`config.mk`:
```
export PLATFORM = sky130hd
export DESIGN_NAME = word_wrap_center_tile_writer
export DESIGN_NICKNAME = d
export VERILOG_FILES = /design/src/sv/wwct_pkg.sv /design/src/sv/word_wrap_center_tile_writer.sv /design/src/sv/wwct_ram.sv /design/src/sv/wwct_ctrl.sv /design/src/sv/wwct_datapath.sv
export SDC_FILE = /design/constraint.sdc
export NUM_CORES = 1
export LEC_CHECK = 0
export ABC_AREA = 1
export BUFFER_PORTS_ARGS = -buffer_cell sky130_fd_sc_hd__buf_4
export CAP_MARGIN = 20
export CORE_MARGIN = 1
export CORE_UTILIZATION = 50
export DETAILED_ROUTE_END_ITERATION = 7
export PLACE_DENSITY = 0.66
export SLEW_MARGIN = 20
export SYNTH_ARGS = -nofsm -noshare
export SYNTH_HDL_FRONTEND = slang
export SYNTH_SLANG_ARGS = --single-unit
export TNS_END_PERCENT = 100
```
`constraint.sdc`:
```
create_clock -name i_clk -period 5.1 [get_ports i_clk]
set_input_delay 0.255 -clock i_clk [delete_from_list [all_inputs] [get_ports i_clk]]
set_output_delay 0.255 -clock i_clk [all_outputs]
set_load 0.01 [all_outputs]
```
`src/sv/wwct_pkg.sv`:
```
package wwct_pkg;

    // sizing
    localparam int LINE_CAPACITY  = 40;
    localparam int SCREEN_COLUMNS = 40;

    // field widths
    localparam int CHAR_W  = 8;
    localparam int ROW_W   = 8;
    localparam int COL_W   = 6;
    localparam int TILE_W  = 16;
    localparam int LINES_W = 8;
    localparam int FONT_W  = 11;
    localparam int PAL_W   = 2;
    localparam int WRAP_W  = 6;
    localparam int GLYPH_W = 7;

    // derived widths
    localparam int LEN_W  = $clog2(LINE_CAPACITY + 1);
    localparam int ADDR_W = $clog2(LINE_CAPACITY);
    localparam int SC_W   = $clog2(SCREEN_COLUMNS + 1);
    localparam int WCMP_W = (LEN_W > WRAP_W) ? LEN_W : WRAP_W;
    localparam int EM_W   = (LEN_W > SC_W) ? LEN_W : SC_W;

    // stream packing
    localparam int IN_TDATA_W   = 8;
    localparam int TD_ROW_LSB   = 0;
    localparam int TD_COL_LSB   = TD_ROW_LSB + ROW_W;
    localparam int TD_TILE_LSB  = TD_COL_LSB + COL_W;
    localparam int TD_LINES_LSB = TD_TILE_LSB + TILE_W;
    localparam int TD_USED_W    = TD_LINES_LSB + LINES_W;
    localparam int OUT_TDATA_W  = ((TD_USED_W + 7) / 8) * 8;

    // configuration port
    localparam int CFG_IDX_W  = 3;
    localparam int CFG_DATA_W = 11;

    typedef enum logic [CFG_IDX_W-1:0] {
        CFG_FONT_BASE    = 3'd0,
        CFG_PALETTE      = 3'd1,
        CFG_WRAP_WIDTH   = 3'd2,
        CFG_BASE_ROW     = 3'd3,
        CFG_TARGET_PLANE = 3'd4
    } t_cfg_idx;

    localparam logic [WRAP_W-1:0]  WRAP_RESET = 6'd40;

    // character codes
    localparam logic [CHAR_W-1:0]  END_CODE     = 8'd0;
    localparam logic [CHAR_W-1:0]  SPACE_CODE   = 8'd32;
    localparam logic [CHAR_W-1:0]  PRINT_LAST   = 8'd126;
    localparam logic [CHAR_W-1:0]  ACCENT_FIRST = 8'd1;
    localparam logic [CHAR_W-1:0]  ACCENT_LAST  = 8'd6;
    localparam logic [GLYPH_W-1:0] ACCENT_GLYPH = 7'd95;
    localparam logic [LINES_W-1:0] LINES_MAX    = 8'd255;

    // result kinds
    localparam logic KIND_TILE = 1'b0;
    localparam logic KIND_END  = 1'b1;

    // controller to datapath
    typedef struct packed {
        logic in_ready;
        logic accept;
        logic emit_wr;
        logic line_done;
        logic scan_sel;
        logic scan_wr;
        logic append_held;
        logic end_wr;
    } t_dp_cmd;

    // datapath to controller
    typedef struct packed {
        logic in_end;
        logic in_brk;
        logic emit_done;
        logic flush;
        logic scan_done;
        logic out_free;
    } t_dp_status;

endpackage

```
`src/sv/word_wrap_center_tile_writer.sv`:
```
// Word wrapper that turns a text stream into centered rows of tile writes.
// Slave stream: one text byte per beat in s_axis_tdata; code 0 ends the text.
// Master stream: one result per beat. tuser low is a tile write (row, column,
// tile word), tlast marks the last tile of a line; tuser high is the end of
// text beat carrying the line count in the lines_used field.
// Configuration: write i_cfg_data to register i_cfg_index while i_cfg_wr_en
// is high, only while the block is idle.
// Ordinary characters are accepted back to back while the block is idle. A
// line break or the end of text holds the input while the line is emitted:
// each tile is read from the line store and then written to the output
// register, which waits while the output is not free. After a break the
// characters carried over are read back and appended again. The single
// line store, with its registered read port, serves both the tile emission
// and the rescan.
// Reset (i_rst_n low, synchronous) empties the line, clears the line count
// and restores the register defaults. When the receiver stalls, the held
// result stays on the master port and the block waits without losing data.
module word_wrap_center_tile_writer (
    input  logic                               i_clk,
    input  logic                               i_rst_n,
    // configuration write port
    input  logic                               i_cfg_wr_en,
    input  logic [wwct_pkg::CFG_IDX_W-1:0]     i_cfg_index,
    input  logic [wwct_pkg::CFG_DATA_W-1:0]    i_cfg_data,
    // text input
    input  logic                               s_axis_tvalid,
    output logic                               s_axis_tready,
    // fields: [7:0] char_code
    input  logic [wwct_pkg::IN_TDATA_W-1:0]    s_axis_tdata,
    // results
    output logic                               m_axis_tvalid,
    input  logic                               m_axis_tready,
    // fields: [7:0] screen_row, [13:8] screen_column, [29:14] tile_word,
    // [37:30] lines_used, [39:38] zero
    output logic [wwct_pkg::OUT_TDATA_W-1:0]   m_axis_tdata,
    // fields: [0] kind
    output logic                               m_axis_tuser,
    output logic                               m_axis_tlast
);
    import wwct_pkg::*;

    t_dp_cmd    cmd;
    t_dp_status status;

    wwct_ctrl u_ctrl (
        .i_clk      (i_clk),
        .i_rst_n    (i_rst_n),
        .i_in_valid (s_axis_tvalid),
        .i_status   (status),
        .o_cmd      (cmd)
    );

    wwct_datapath u_datapath (
        .i_clk       (i_clk),
        .i_rst_n     (i_rst_n),
        .i_cfg_wr_en (i_cfg_wr_en),
        .i_cfg_index (i_cfg_index),
        .i_cfg_data  (i_cfg_data),
        .i_in_data   (s_axis_tdata),
        .i_cmd       (cmd),
        .o_status    (status),
        .i_out_ready (m_axis_tready),
        .o_out_valid (m_axis_tvalid),
        .o_out_kind  (m_axis_tuser),
        .o_out_data  (m_axis_tdata),
        .o_out_last  (m_axis_tlast)
    );

    assign s_axis_tready = cmd.in_ready;

endmodule

```
`src/sv/wwct_ram.sv`:
```
module wwct_ram #(
    parameter int WIDTH = 8,
    parameter int DEPTH = 40
) (
    input  logic                     i_clk,
    input  logic                     i_wr_en,
    input  logic [$clog2(DEPTH)-1:0] i_wr_addr,
    input  logic [WIDTH-1:0]         i_wr_data,
    input  logic [$clog2(DEPTH)-1:0] i_rd_addr,
    output logic [WIDTH-1:0]         o_rd_data
);

    logic [WIDTH-1:0] r_mem [DEPTH];
    logic [WIDTH-1:0] r_rd_data;

    // one write port, registered read port
    always_ff @(posedge i_clk) begin
        if (i_wr_en) begin
            r_mem[i_wr_addr] <= i_wr_data;
        end
        r_rd_data <= r_mem[i_rd_addr];
    end

    assign o_rd_data = r_rd_data;

endmodule

```
`src/sv/wwct_ctrl.sv`:
```
module wwct_ctrl (
    input  logic                 i_clk,
    input  logic                 i_rst_n,
    input  logic                 i_in_valid,
    input  wwct_pkg::t_dp_status i_status,
    output wwct_pkg::t_dp_cmd    o_cmd
);
    import wwct_pkg::*;

    typedef enum logic [5:0] {
        S_IDLE    = 6'b000001,
        S_EMIT_RD = 6'b000010,
        S_EMIT_WR = 6'b000100,
        S_SCAN_RD = 6'b001000,
        S_SCAN_WR = 6'b010000,
        S_END_WR  = 6'b100000
    } t_state;

    t_state  r_state;
    t_state  n_state;
    t_dp_cmd cmd;

    // next state and commands
    always_comb begin
        n_state = r_state;
        cmd     = '0;
        case (r_state)
            S_IDLE: begin
                cmd.in_ready = 1'b1;
                if (i_in_valid) begin
                    cmd.accept = 1'b1;
                    if (i_status.in_end || i_status.in_brk) begin
                        n_state = S_EMIT_RD;
                    end
                end
            end
            S_EMIT_RD: begin
                if (i_status.emit_done) begin
                    cmd.line_done = 1'b1;
                    n_state = i_status.flush ? S_END_WR : S_SCAN_RD;
                end else begin
                    n_state = S_EMIT_WR;
                end
            end
            S_EMIT_WR: begin
                if (i_status.out_free) begin
                    cmd.emit_wr = 1'b1;
                    n_state = S_EMIT_RD;
                end
            end
            S_SCAN_RD: begin
                cmd.scan_sel = 1'b1;
                if (i_status.scan_done) begin
                    cmd.append_held = 1'b1;
                    n_state = S_IDLE;
                end else begin
                    n_state = S_SCAN_WR;
                end
            end
            S_SCAN_WR: begin
                cmd.scan_sel = 1'b1;
                cmd.scan_wr  = 1'b1;
                n_state = S_SCAN_RD;
            end
            S_END_WR: begin
                if (i_status.out_free) begin
                    cmd.end_wr = 1'b1;
                    n_state = S_IDLE;
                end
            end
            default: begin
                n_state = S_IDLE;
            end
        endcase
    end

    always_ff @(posedge i_clk) begin
        if (!i_rst_n) begin
            r_state <= S_IDLE;
        end else begin
            r_state <= n_state;
        end
    end

    assign o_cmd = cmd;

endmodule

```
`src/sv/wwct_datapath.sv`:
```
module wwct_datapath (
    input  logic                                i_clk,
    input  logic                                i_rst_n,
    input  logic                                i_cfg_wr_en,
    input  logic [wwct_pkg::CFG_IDX_W-1:0]      i_cfg_index,
    input  logic [wwct_pkg::CFG_DATA_W-1:0]     i_cfg_data,
    input  logic [wwct_pkg::IN_TDATA_W-1:0]     i_in_data,
    input  wwct_pkg::t_dp_cmd                   i_cmd,
    output wwct_pkg::t_dp_status                o_status,
    input  logic                                i_out_ready,
    output logic                                o_out_valid,
    output logic                                o_out_kind,
    output logic [wwct_pkg::OUT_TDATA_W-1:0]    o_out_data,
    output logic                                o_out_last
);
    import wwct_pkg::*;

    // configuration
    logic [FONT_W-1:0]  r_font_base;
    logic [PAL_W-1:0]   r_palette;
    logic [WRAP_W-1:0]  r_wrap_width;
    logic [ROW_W-1:0]   r_base_row;

    // line state
    logic [LEN_W-1:0]   r_len, n_len;
    logic [LEN_W-1:0]   r_lsp, n_lsp;
    logic [LINES_W-1:0] r_count, n_count;
    logic               r_skip, n_skip;
    logic               r_flush, n_flush;

    // emission and rescan counters
    logic [CHAR_W-1:0]  r_char, n_char;
    logic [LEN_W-1:0]   r_j, n_j;
    logic [LEN_W-1:0]   r_m, n_m;
    logic [COL_W-1:0]   r_col0, n_col0;
    logic [ROW_W-1:0]   r_row, n_row;
    logic [LEN_W-1:0]   r_src, n_src;
    logic [LEN_W-1:0]   r_src_end, n_src_end;

    // output register
    logic                   r_out_valid, n_out_valid;
    logic                   r_out_kind, n_out_kind;
    logic [OUT_TDATA_W-1:0] r_out_data, n_out_data;
    logic                   r_out_last, n_out_last;

    // memory port
    logic              ram_we;
    logic [ADDR_W-1:0] ram_rd_addr;
    logic [CHAR_W-1:0] ram_rd_data;

    // combinational helpers
    logic [CHAR_W-1:0]  in_char;
    logic               in_end;
    logic               in_brk;
    logic [WCMP_W-1:0]  eff_w;
    logic [LEN_W-1:0]   cut;
    logic [LEN_W-1:0]   emit_n;
    logic               emit_full;
    logic [EM_W-1:0]    margin;
    logic               app_en;
    logic [CHAR_W-1:0]  app_char;
    logic               app_keep;
    logic               app_room;
    logic               out_free;
    logic [TILE_W-1:0]  tile;
    logic [COL_W-1:0]   col;
    logic [ROW_W-1:0]   row_start;

    // glyph offset of a stored code
    function automatic logic [GLYPH_W-1:0] glyph_of(input logic [CHAR_W-1:0] c);
        logic [GLYPH_W-1:0] off;
        off = '0;
        if (c >= SPACE_CODE && c <= PRINT_LAST) begin
            off = GLYPH_W'(c - SPACE_CODE);
        end else if (c >= ACCENT_FIRST && c <= ACCENT_LAST) begin
            off = ACCENT_GLYPH + GLYPH_W'(c - ACCENT_FIRST);
        end
        return off;
    endfunction

    wwct_ram #(
        .WIDTH (CHAR_W),
        .DEPTH (LINE_CAPACITY)
    ) u_line_store (
        .i_clk     (i_clk),
        .i_wr_en   (ram_we),
        .i_wr_addr (r_len[ADDR_W-1:0]),
        .i_wr_data (app_char),
        .i_rd_addr (ram_rd_addr),
        .o_rd_data (ram_rd_data)
    );

    // input decode and break test
    always_comb begin
        in_char = i_in_data[CHAR_W-1:0];
        in_end  = (in_char == END_CODE);
        if (r_wrap_width == '0) begin
            eff_w = WCMP_W'(1);
        end else if (WCMP_W'(r_wrap_width) > WCMP_W'(LINE_CAPACITY)) begin
            eff_w = WCMP_W'(LINE_CAPACITY);
        end else begin
            eff_w = WCMP_W'(r_wrap_width);
        end
        in_brk = !in_end && !(r_skip && in_char == SPACE_CODE)
                 && (WCMP_W'(r_len) >= eff_w);
    end

    // line geometry for the line about to go out
    always_comb begin
        cut = (r_lsp != '0) ? r_lsp : r_len;
        if (cut > r_len) begin
            cut = r_len;
        end
        emit_n    = in_end ? r_len : cut;
        emit_full = (EM_W'(emit_n) >= EM_W'(SCREEN_COLUMNS));
        margin    = EM_W'(SCREEN_COLUMNS) - EM_W'(emit_n);
        row_start = r_base_row + {r_count[LINES_W-2:0], 1'b0};
    end

    // character append, shared by input, rescan and held character
    always_comb begin
        app_en = (i_cmd.accept && !in_end && !in_brk) || i_cmd.scan_wr
                 || i_cmd.append_held;
        if (i_cmd.scan_wr) begin
            app_char = ram_rd_data;
        end else if (i_cmd.accept) begin
            app_char = in_char;
        end else begin
            app_char = r_char;
        end
        app_keep = !(r_skip && app_char == SPACE_CODE);
        app_room = (r_len < LEN_W'(LINE_CAPACITY));
        ram_we   = app_en && app_keep && app_room;
    end

    assign ram_rd_addr = i_cmd.scan_sel ? r_src[ADDR_W-1:0] : r_j[ADDR_W-1:0];

    // tile word of the character being read
    always_comb begin
        tile = {1'b1, r_palette, 2'b00, r_font_base + FONT_W'(glyph_of(ram_rd_data))};
        col  = r_col0 + COL_W'(r_j);
    end

    assign out_free = !r_out_valid || i_out_ready;

    // next state
    always_comb begin
        n_len       = r_len;
        n_lsp       = r_lsp;
        n_count     = r_count;
        n_skip      = r_skip;
        n_flush     = r_flush;
        n_char      = r_char;
        n_j         = r_j;
        n_m         = r_m;
        n_col0      = r_col0;
        n_row       = r_row;
        n_src       = r_src;
        n_src_end   = r_src_end;
        n_out_valid = r_out_valid;
        n_out_kind  = r_out_kind;
        n_out_data  = r_out_data;
        n_out_last  = r_out_last;

        // output register drains
        if (r_out_valid && i_out_ready) begin
            n_out_valid = 1'b0;
        end

        // line set-up on end of text or on a break
        if (i_cmd.accept && (in_end || in_brk)) begin
            n_flush   = in_end;
            n_char    = in_char;
            n_j       = '0;
            n_m       = emit_full ? LEN_W'(SCREEN_COLUMNS) : emit_n;
            n_col0    = emit_full ? '0 : COL_W'(margin >> 1);
            n_row     = row_start;
            n_src     = cut;
            n_src_end = r_len;
        end

        // append a character
        if (app_en && app_keep) begin
            n_skip = 1'b0;
            if (app_room) begin
                if (app_char == SPACE_CODE) begin
                    n_lsp = r_len;
                end
                n_len = r_len + LEN_W'(1);
            end
        end

        // rescan advance
        if (i_cmd.scan_wr) begin
            n_src = r_src + LEN_W'(1);
        end

        // one tile write
        if (i_cmd.emit_wr) begin
            n_out_valid = 1'b1;
            n_out_kind  = KIND_TILE;
            n_out_data  = OUT_TDATA_W'({{LINES_W{1'b0}}, tile, col, r_row});
            n_out_last  = (r_j + LEN_W'(1) == r_m);
            n_j         = r_j + LEN_W'(1);
        end

        // line finished
        if (i_cmd.line_done) begin
            if (r_count != LINES_MAX) begin
                n_count = r_count + LINES_W'(1);
            end
            if (!r_flush) begin
                n_len  = '0;
                n_lsp  = '0;
                n_skip = 1'b1;
            end
        end

        // end of text result
        if (i_cmd.end_wr) begin
            n_out_valid = 1'b1;
            n_out_kind  = KIND_END;
            n_out_data  = OUT_TDATA_W'({r_count, {(TD_LINES_LSB){1'b0}}});
            n_out_last  = 1'b0;
            n_len       = '0;
            n_lsp       = '0;
            n_count     = '0;
            n_skip      = 1'b0;
        end
    end

    // control state and configuration
    always_ff @(posedge i_clk) begin
        if (!i_rst_n) begin
            r_font_base  <= '0;
            r_palette    <= '0;
            r_wrap_width <= WRAP_RESET;
            r_base_row   <= '0;
            r_len        <= '0;
            r_lsp        <= '0;
            r_count      <= '0;
            r_skip       <= 1'b0;
            r_flush      <= 1'b0;
            r_out_valid  <= 1'b0;
        end else begin
            r_len       <= n_len;
            r_lsp       <= n_lsp;
            r_count     <= n_count;
            r_skip      <= n_skip;
            r_flush     <= n_flush;
            r_out_valid <= n_out_valid;
            if (i_cfg_wr_en) begin
                case (i_cfg_index)
                    CFG_FONT_BASE:    r_font_base  <= i_cfg_data[FONT_W-1:0];
                    CFG_PALETTE:      r_palette    <= i_cfg_data[PAL_W-1:0];
                    CFG_WRAP_WIDTH:   r_wrap_width <= i_cfg_data[WRAP_W-1:0];
                    CFG_BASE_ROW:     r_base_row   <= i_cfg_data[ROW_W-1:0];
                    // plane select does not show in the tile stream
                    CFG_TARGET_PLANE: ;
                    default:          ;
                endcase
            end
        end
    end

    // payload registers
    always_ff @(posedge i_clk) begin
        r_char     <= n_char;
        r_j        <= n_j;
        r_m        <= n_m;
        r_col0     <= n_col0;
        r_row      <= n_row;
        r_src      <= n_src;
        r_src_end  <= n_src_end;
        r_out_kind <= n_out_kind;
        r_out_data <= n_out_data;
        r_out_last <= n_out_last;
    end

    always_comb begin
        o_status.in_end    = in_end;
        o_status.in_brk    = in_brk;
        o_status.emit_done = (r_j == r_m);
        o_status.flush     = r_flush;
        o_status.scan_done = (r_src == r_src_end);
        o_status.out_free  = out_free;
    end

    assign o_out_valid = r_out_valid;
    assign o_out_kind  = r_out_kind;
    assign o_out_data  = r_out_data;
    assign o_out_last  = r_out_last;

endmodule

```
# Word-level counts from Yosys, hierarchy flattened
# Memory sizes are Yosys's and may differ from the RTL's. A register that Yosys moved wholly into a read port is not among the register bits.
# Index checks and enable logic that the tools add are counted.
[word_totals] input_bits=27 n_memories=1 ramBits=320 output_inout_bits=44 register_bits=140
[mem_list] memory="u_datapath.u_line_store.r_mem" depth=40 width=8 read_ports=1 rd_ports_with_merged_regs=1 write_ports=1 line="wwct_ram.sv:13" source="logic [WIDTH-1:0] r_mem [DEPTH];"
[classes] n_eq_ne=19 n_reduce_logical=37 n_addsub=11 order_cmp=9 mux=52 bitwise=1
[op_table] cell="6-bit two-way mux" n=25
[op_table] cell="38-bit two-way mux" n=2
[op_table] cell="6-bit case mux with 6 select lines" n=1
[op_table] cell="6-bit by 1-bit adder with 6-bit output, second input constant" n=3
[op_table] cell="6-bit == test" n=3
[op_table] cell="1-bit two-way mux" n=18
[op_table] cell="8-bit by 6-bit == test with 1-bit output, second input constant" n=2
[op_table] cell="8-bit two-way mux" n=2
[op_table] cell="7-bit two-way mux" n=2
[op_table] cell="1-bit logical AND" n=12
[op_table] cell="11-bit by 7-bit adder with 11-bit output" n=1
[op_table] cell="2-bit AND reduction" n=5
[op_table] cell="8-bit by 1-bit adder with 8-bit output, second input constant" n=1
[op_table] cell="8-bit adder" n=1
[op_table] cell="8-bit by 1-bit >= comparator with 1-bit output, second input constant" n=1
[op_table] cell="8-bit by 6-bit >= comparator with 1-bit output, second input constant" n=1
[op_table] cell="8-bit by 3-bit less-or-equal comparator with 1-bit output, second input constant" n=1
[op_table] cell="8-bit by 7-bit less-or-equal comparator with 1-bit output, second input constant" n=1
[op_table] cell="8-bit zero test" n=1
[op_table] cell="8-bit != test, second input constant" n=1
[op_table] cell="7-bit adder, first input constant" n=1
[op_table] cell="7-bit by 1-bit subtractor with 7-bit output, second input constant" n=1
[op_table] cell="7-bit by 6-bit subtractor with 7-bit output, second input constant" n=1
[op_table] cell="6-bit adder" n=1
[op_table] cell="other kinds (28)" n=41

# Longest topological paths before layout
[logic_depth] depth_word=13 mapped_depth=24 ltp_nobuf=24

# Modules after synthesis
# A second synthesis with hierarchy kept.
[unflattened] cells_unflattened=2051 hier_area_um2=20817.5
[by_module_without_submodules] module="wwct_ram" area_each_um2=13250.2 instances=1 seq_area_each_um2=9769.4 cells_per_inst=1099
[by_module_without_submodules] module="wwct_datapath" area_each_um2=7128.1 instances=1 seq_area_each_um2=3193.1 cells_per_inst=889
[by_module_without_submodules] module="wwct_ctrl" area_each_um2=439.2 instances=1 seq_area_each_um2=120.1 cells_per_inst=63

# Worst setup path before layout
# No wires, ideal clock.
[synth_timing] path_type="reg2reg" startpoint="register u_datapath.r_wrap_width[0]" endpoint="register u_datapath.r_j[0], enable pin" t_arrival_ps=3388 n_path_buf=0 stages_incl_launch_ff=14 synth_period_minus_slack_ps=3708 slack_ps=1392 path_cell_list="dfxtp_1 -> nor2_1 -> inv_1 -> nor2_1 -> o21a_1 -> a22o_1 -> ha_1 -> nand2_1 -> nor3_1 -> nand3b_1 -> a21oi_1 -> nor2_1 -> inv_1 -> nand2_1"
[synth_between] elab_chain_len=8 elab_cells_between_ends=9 cone_classes="2 x order compare; 2 x mux; 5 x reduce/logical"
[synth_lines] item="start: declaration" line="wwct_datapath.sv:21" source="logic [WRAP_W-1:0] r_wrap_width;"
[synth_lines] item="start signal: assignment" line="wwct_datapath.sv:256" source="CFG_WRAP_WIDTH: r_wrap_width <= i_cfg_data[WRAP_W-1:0];"
[synth_lines] item="6-bit greater-than comparator" line="wwct_datapath.sv:99" source="end else if (WCMP_W'(r_wrap_width) > WCMP_W'(LINE_CAPACITY)) begin"
[synth_lines] item="6-bit two-way mux" line="wwct_datapath.sv:99"
[synth_lines] item="6-bit two-way mux *" line="wwct_datapath.sv:97" source="if (r_wrap_width == '0) begin"
[synth_lines] item="6-bit >= comparator *" line="wwct_datapath.sv:105" source="&& (WCMP_W'(r_len) >= eff_w);"
[synth_lines] item="1-bit logical AND *" line="wwct_datapath.sv:105"
[synth_lines] item="1-bit logical OR *" line="wwct_datapath.sv:171" source="if (i_cmd.accept && (in_end || in_brk)) begin"
[synth_lines] item="1-bit logical AND *" line="wwct_datapath.sv:171"
[synth_lines] item="2-bit nonzero test (no source line) *"
[synth_lines] item="end signal: assignment" line="wwct_datapath.sv:269" source="r_j <= n_j;"
[synth_lines] item="end: declaration" line="wwct_datapath.sv:33" source="logic [LEN_W-1:0] r_j, n_j;"
# Mark *: on every way between the ends. The rest lies on a longest branch, timed or not.
# A chain may end at the register's enable or synchronous reset.

# Worst setup path after layout
[layout_timing] startpoint="register u_datapath.r_len[0]" endpoint="memory u_datapath.u_line_store.r_mem[38][5], enable pin"
[layout_between] elab_chain_len=10 elab_cells_between_ends=11 cone_classes="2 x order compare; 2 x mux; 7 x reduce/logical"
[layout_lines] item="start: declaration" line="wwct_datapath.sv:25" source="logic [LEN_W-1:0] r_len, n_len;"
[layout_lines] item="start signal: assignment" line="wwct_datapath.sv:246" source="r_len <= n_len;"
[layout_lines] item="6-bit >= comparator" line="wwct_datapath.sv:105"
[layout_lines] item="1-bit logical AND" line="wwct_datapath.sv:105"
[layout_lines] item="1-bit zero test" line="wwct_datapath.sv:122" source="app_en = (i_cmd.accept && !in_end && !in_brk) || i_cmd.scan_wr"
[layout_lines] item="1-bit logical AND" line="wwct_datapath.sv:122"
[layout_lines] item="1-bit logical OR" line="wwct_datapath.sv:122"
[layout_lines] item="1-bit logical OR" line="wwct_datapath.sv:123" source="|| i_cmd.append_held;"
[layout_lines] item="1-bit logical AND (2 in series)" line="wwct_datapath.sv:133" source="ram_we = app_en && app_keep && app_room;"
[layout_lines] item="1-bit two-way mux" line="wwct_ram.sv:18" source="if (i_wr_en) begin"
[layout_lines] item="1-bit two-way mux (implied by the code)" line="wwct_ram.sv:19" source="r_mem[i_wr_addr] <= i_wr_data;"
[layout_lines] item="end: declaration" line="wwct_ram.sv:13"
# Several ways; a longest one is shown, not always the timed one.

==> impl_results.md <==
* First-pass GRT wire length at 86300 µm
* Synth Warn # at 0
* Worst-margin pin slew at 1.089 ns
* Cell variety after synth at 51
* Worst min path class: input pin to register
* Critical Path Sink Type: register
* Minimum clock period at 3.986 ns
* Drt first pass iters at 5
* Most common cell after layout, fill and taps aside: nand2_1
* Sequential cell area fraction in the yosys report at 60.65%
* Final Hold Viols at 0
* GPL Wtd Cong at 0.8696
* Io pins at 71
* Overall die width at 209.7 µm
* Core area at 42230 µm²
* Commonest non-fill, non-tap cells in the layout: 520 x nand2_1, 373 x edfxtp_1, 338 x inv_1
* Leakage at 10.31 nW
* Number of global-route vias before repair at 15400
* Initial Util at 51.08%
* Max cap viols at 0
* Critical path startpoint category: register
* Pin count of the biggest net entering global routing at 92
* Worst-Skew Late Latency at 0.60 ns
* DR DRC count at 0
* Layout cells sized above 1 at 9.602%
* Post-Synthesis Cells at 2246
* Worst setup path class: register to register
* Number of CTS-inserted buffers at 50
* Critical Path AT at 4.19 ns
* Antenna fix cells at 0
* Clock sinks at 467
* Antenna violations before repair at 0
* Overall Power at 8.553 mW
* Clk buf depth at 3
* Htree depth at 2
* Number of synthesized flops with an enable pin at 373
* Max Clk Rate at 250.9 MHz
* Hold slack at 0.04187 ns
* Die area at 43980 µm²
* Clk_skew at 0.02387 ns
* Relative slew slack at 26.81%
* Crit path max fanout at 9
* GRT Total Usage at 25.67%
* Grt total ovfl at 0
* Routed length per instance at 19.05 µm
* Status: complete, no violations
* Filler instances at 3613
* Final setup viols at 0
* Rows at 75
* Setup TNS at 0 ns
* Number of gates resized after cts at 0
* Maximum VDD drop at 0.2530 mV
* # port buffers at 66
* Yosys reg bits at 467
* Root Buffer: clkbuf_16
* Detailed Route WL at 55710 µm
* Post-Place Cell Area at 22690 µm²
* Post-Syn Area at 21570 µm²
* Final period utilization at 78.16%
* Hold_sp: i_rst_n
* Pwr dens at 347.0 nW/µm²
* Detailed-placement wirelength estimate at 35370 µm
* Worst Setup SP: u_datapath.r_len[0]
* Number of DRC markers in iteration 0 at 1513
* Synthesis-to-finish area growth at 14.27%
* Clk pin slew, worst setup/hold paths at 0.06 ns
* TritonCTS clock tree: done
* Final ANT Viol Nets at 0
* RR Startpoint: u_datapath.r_len[0]
* Die height at 209.7 µm
* Post-synth top flop: edfxtp_1
* RSZ-0062 raised after global routing: no
* Ys async rst share at 0%
* Final nets at 2415
* Via count at 15990
* Mean area per synthesized cell at 9.605 µm²
* CP Data Required Time at 5.31 ns
* Via/cell ratio at 5.469
* Post-route cell area at 24650 µm²
* Fin. max-slew vios at 0
==> state kept, by name, summed over array words and instances, names as in the netlist, 8 cells and up <==
| name | flops |
|---|---|
| u_datapath.r_count | 8 |
| u_datapath.r_font_base | 11 |
| u_datapath.o_out_data | 36 |
| u_datapath.r_char | 8 |
| u_datapath.u_line_store.r_mem | 320 |
| u_datapath.r_row | 8 |
| u_datapath.r_base_row | 8 |
| u_datapath.u_line_store.o_rd_data | 8 |
==> area by class of cell <==
class	instances	area (µm²)	area share (%)
Multi-Input combinational cell	1347	6789	27.54
Tap cell	539	674.4	2.736
Clock inverter	28	319.1	1.294
Clock buffer	63	1405	5.700
Inverter	348	1306	5.299
Sequential cell	467	13080	53.07
Timing Repair Buffer	132	1074	4.355
==> synth_stat cells (3+ instances only) <==
cell,instances,share of area (%)
nand2_1,520,9.0
edfxtp_1,373,52
inv_1,339,5.9
nand3_1,274,6.4
nor2_1,156,2.7
dfxtp_1,94,8.7
o21ai_0,80,1.9
a21oi_1,63,1.5
buf_2,47,1.1
nor3_1,42,0.97
ha_1,39,2.3
xor2_1,29,1.2
clkbuf_1,22,0.38
nand4_1,21,0.61
o21ai_1,20,0.46
buf_4,15,0.52
a22o_1,12,0.49
o221ai_1,12,0.49
xnor2_1,8,0.32
a31oi_1,7,0.20
inv_2,5,0.087
nand2_2,5,0.15
clkinv_1,4,0.070
nor2_4,4,0.21
o21a_1,4,0.14
o22ai_1,4,0.12
o31ai_1,4,0.14
buf_6,3,0.16
fa_1,3,0.28
nand2_4,3,0.16
nand3_4,3,0.24
nand3b_1,3,0.10
nor3b_1,3,0.10
o21ai_2,3,0.12
==> logic make-up after synthesis <==
kind of cell,after synthesis,share of synthesized area (%)
and+or+nand+nor,1045,21.19
DFF,467,60.65
buffers and inverters,435,8.207
AOI/OAI and AO/OA,219,5.893
adders and majority gates,42,2.540
xor gates and xnor gates,37,1.502
other,1,0.01738
==> worst max-delay path, cell delays in order, from the launching register on <==
cell	delay (ns)
dfxtp_1	0.52
clkinv_1	0.33
ha_1	0.37
nand2_1	0.06
nor3_1	0.04
nand3b_1	0.15
a21oi_1	0.31
nand2_1	0.08
nand2_1	0.28
nand3_2	0.20
inv_1	0.11
nand3_1	0.46
nor2_1	0.71
==> worst paths after layout <==
path	slack, ns	endpoint	cells after the start
worst max-delay path	1.11	u_datapath.u_line_store.r_mem[38][5]	12
worst min-delay path	0.04	u_datapath.r_wrap_width[3]	2
worst max register to register	1.11	u_datapath.u_line_store.r_mem[38][5]	12
worst min register to register	0.44	u_datapath.r_row[0]	0
==> timing repair <==
| action | in CTS | in global routing |
|---|---|---|
| buffers inserted | 0 | 0 |
| hold endpoints to repair | 26 | 0 |
| hold buffers | 20 | 0 |
==> stage by stage <==
stage               utilization (%)  cells  setup WS, ns
global placement              53.73   2812         1.297
global route                  58.37   2924        0.8788
CTS                           58.29   2923         1.159
finish                        58.37   2924         1.114
detailed placement            53.73   2812         1.171
floorplan                         -   2249         1.392
==> layer usage <==
| metal | part of all wire (%) | vias up | global-route usage, % | routed length (µm) |
|---|---|---|---|---|
| li1 | - | 7654 | - | - |
| met1 | 42 | 7626 | 34.64 | 23430 |
| met2 | 47 | 606 | 41.34 | 26430 |
| met3 | 7.9 | 105 | 5.536 | 4383 |
| met4 | 2.6 | 0 | 8.356 | 1461 |
| met5 | 0 | - | 0 | 0 |
==> report_power, final <==
| part | internal, mW | total [mW] | switching (mW) |
|---|---|---|---|
| Sequential | 4.21 | 4.24 | 0.0300 |
| Clock | 2.30 | 3.79 | 1.50 |
| Combinational | 0.154 | 0.517 | 0.363 |
| Total | 6.66 | 8.55 | 1.89 |
No activity file was read; power rests on OpenSTA's default activity.
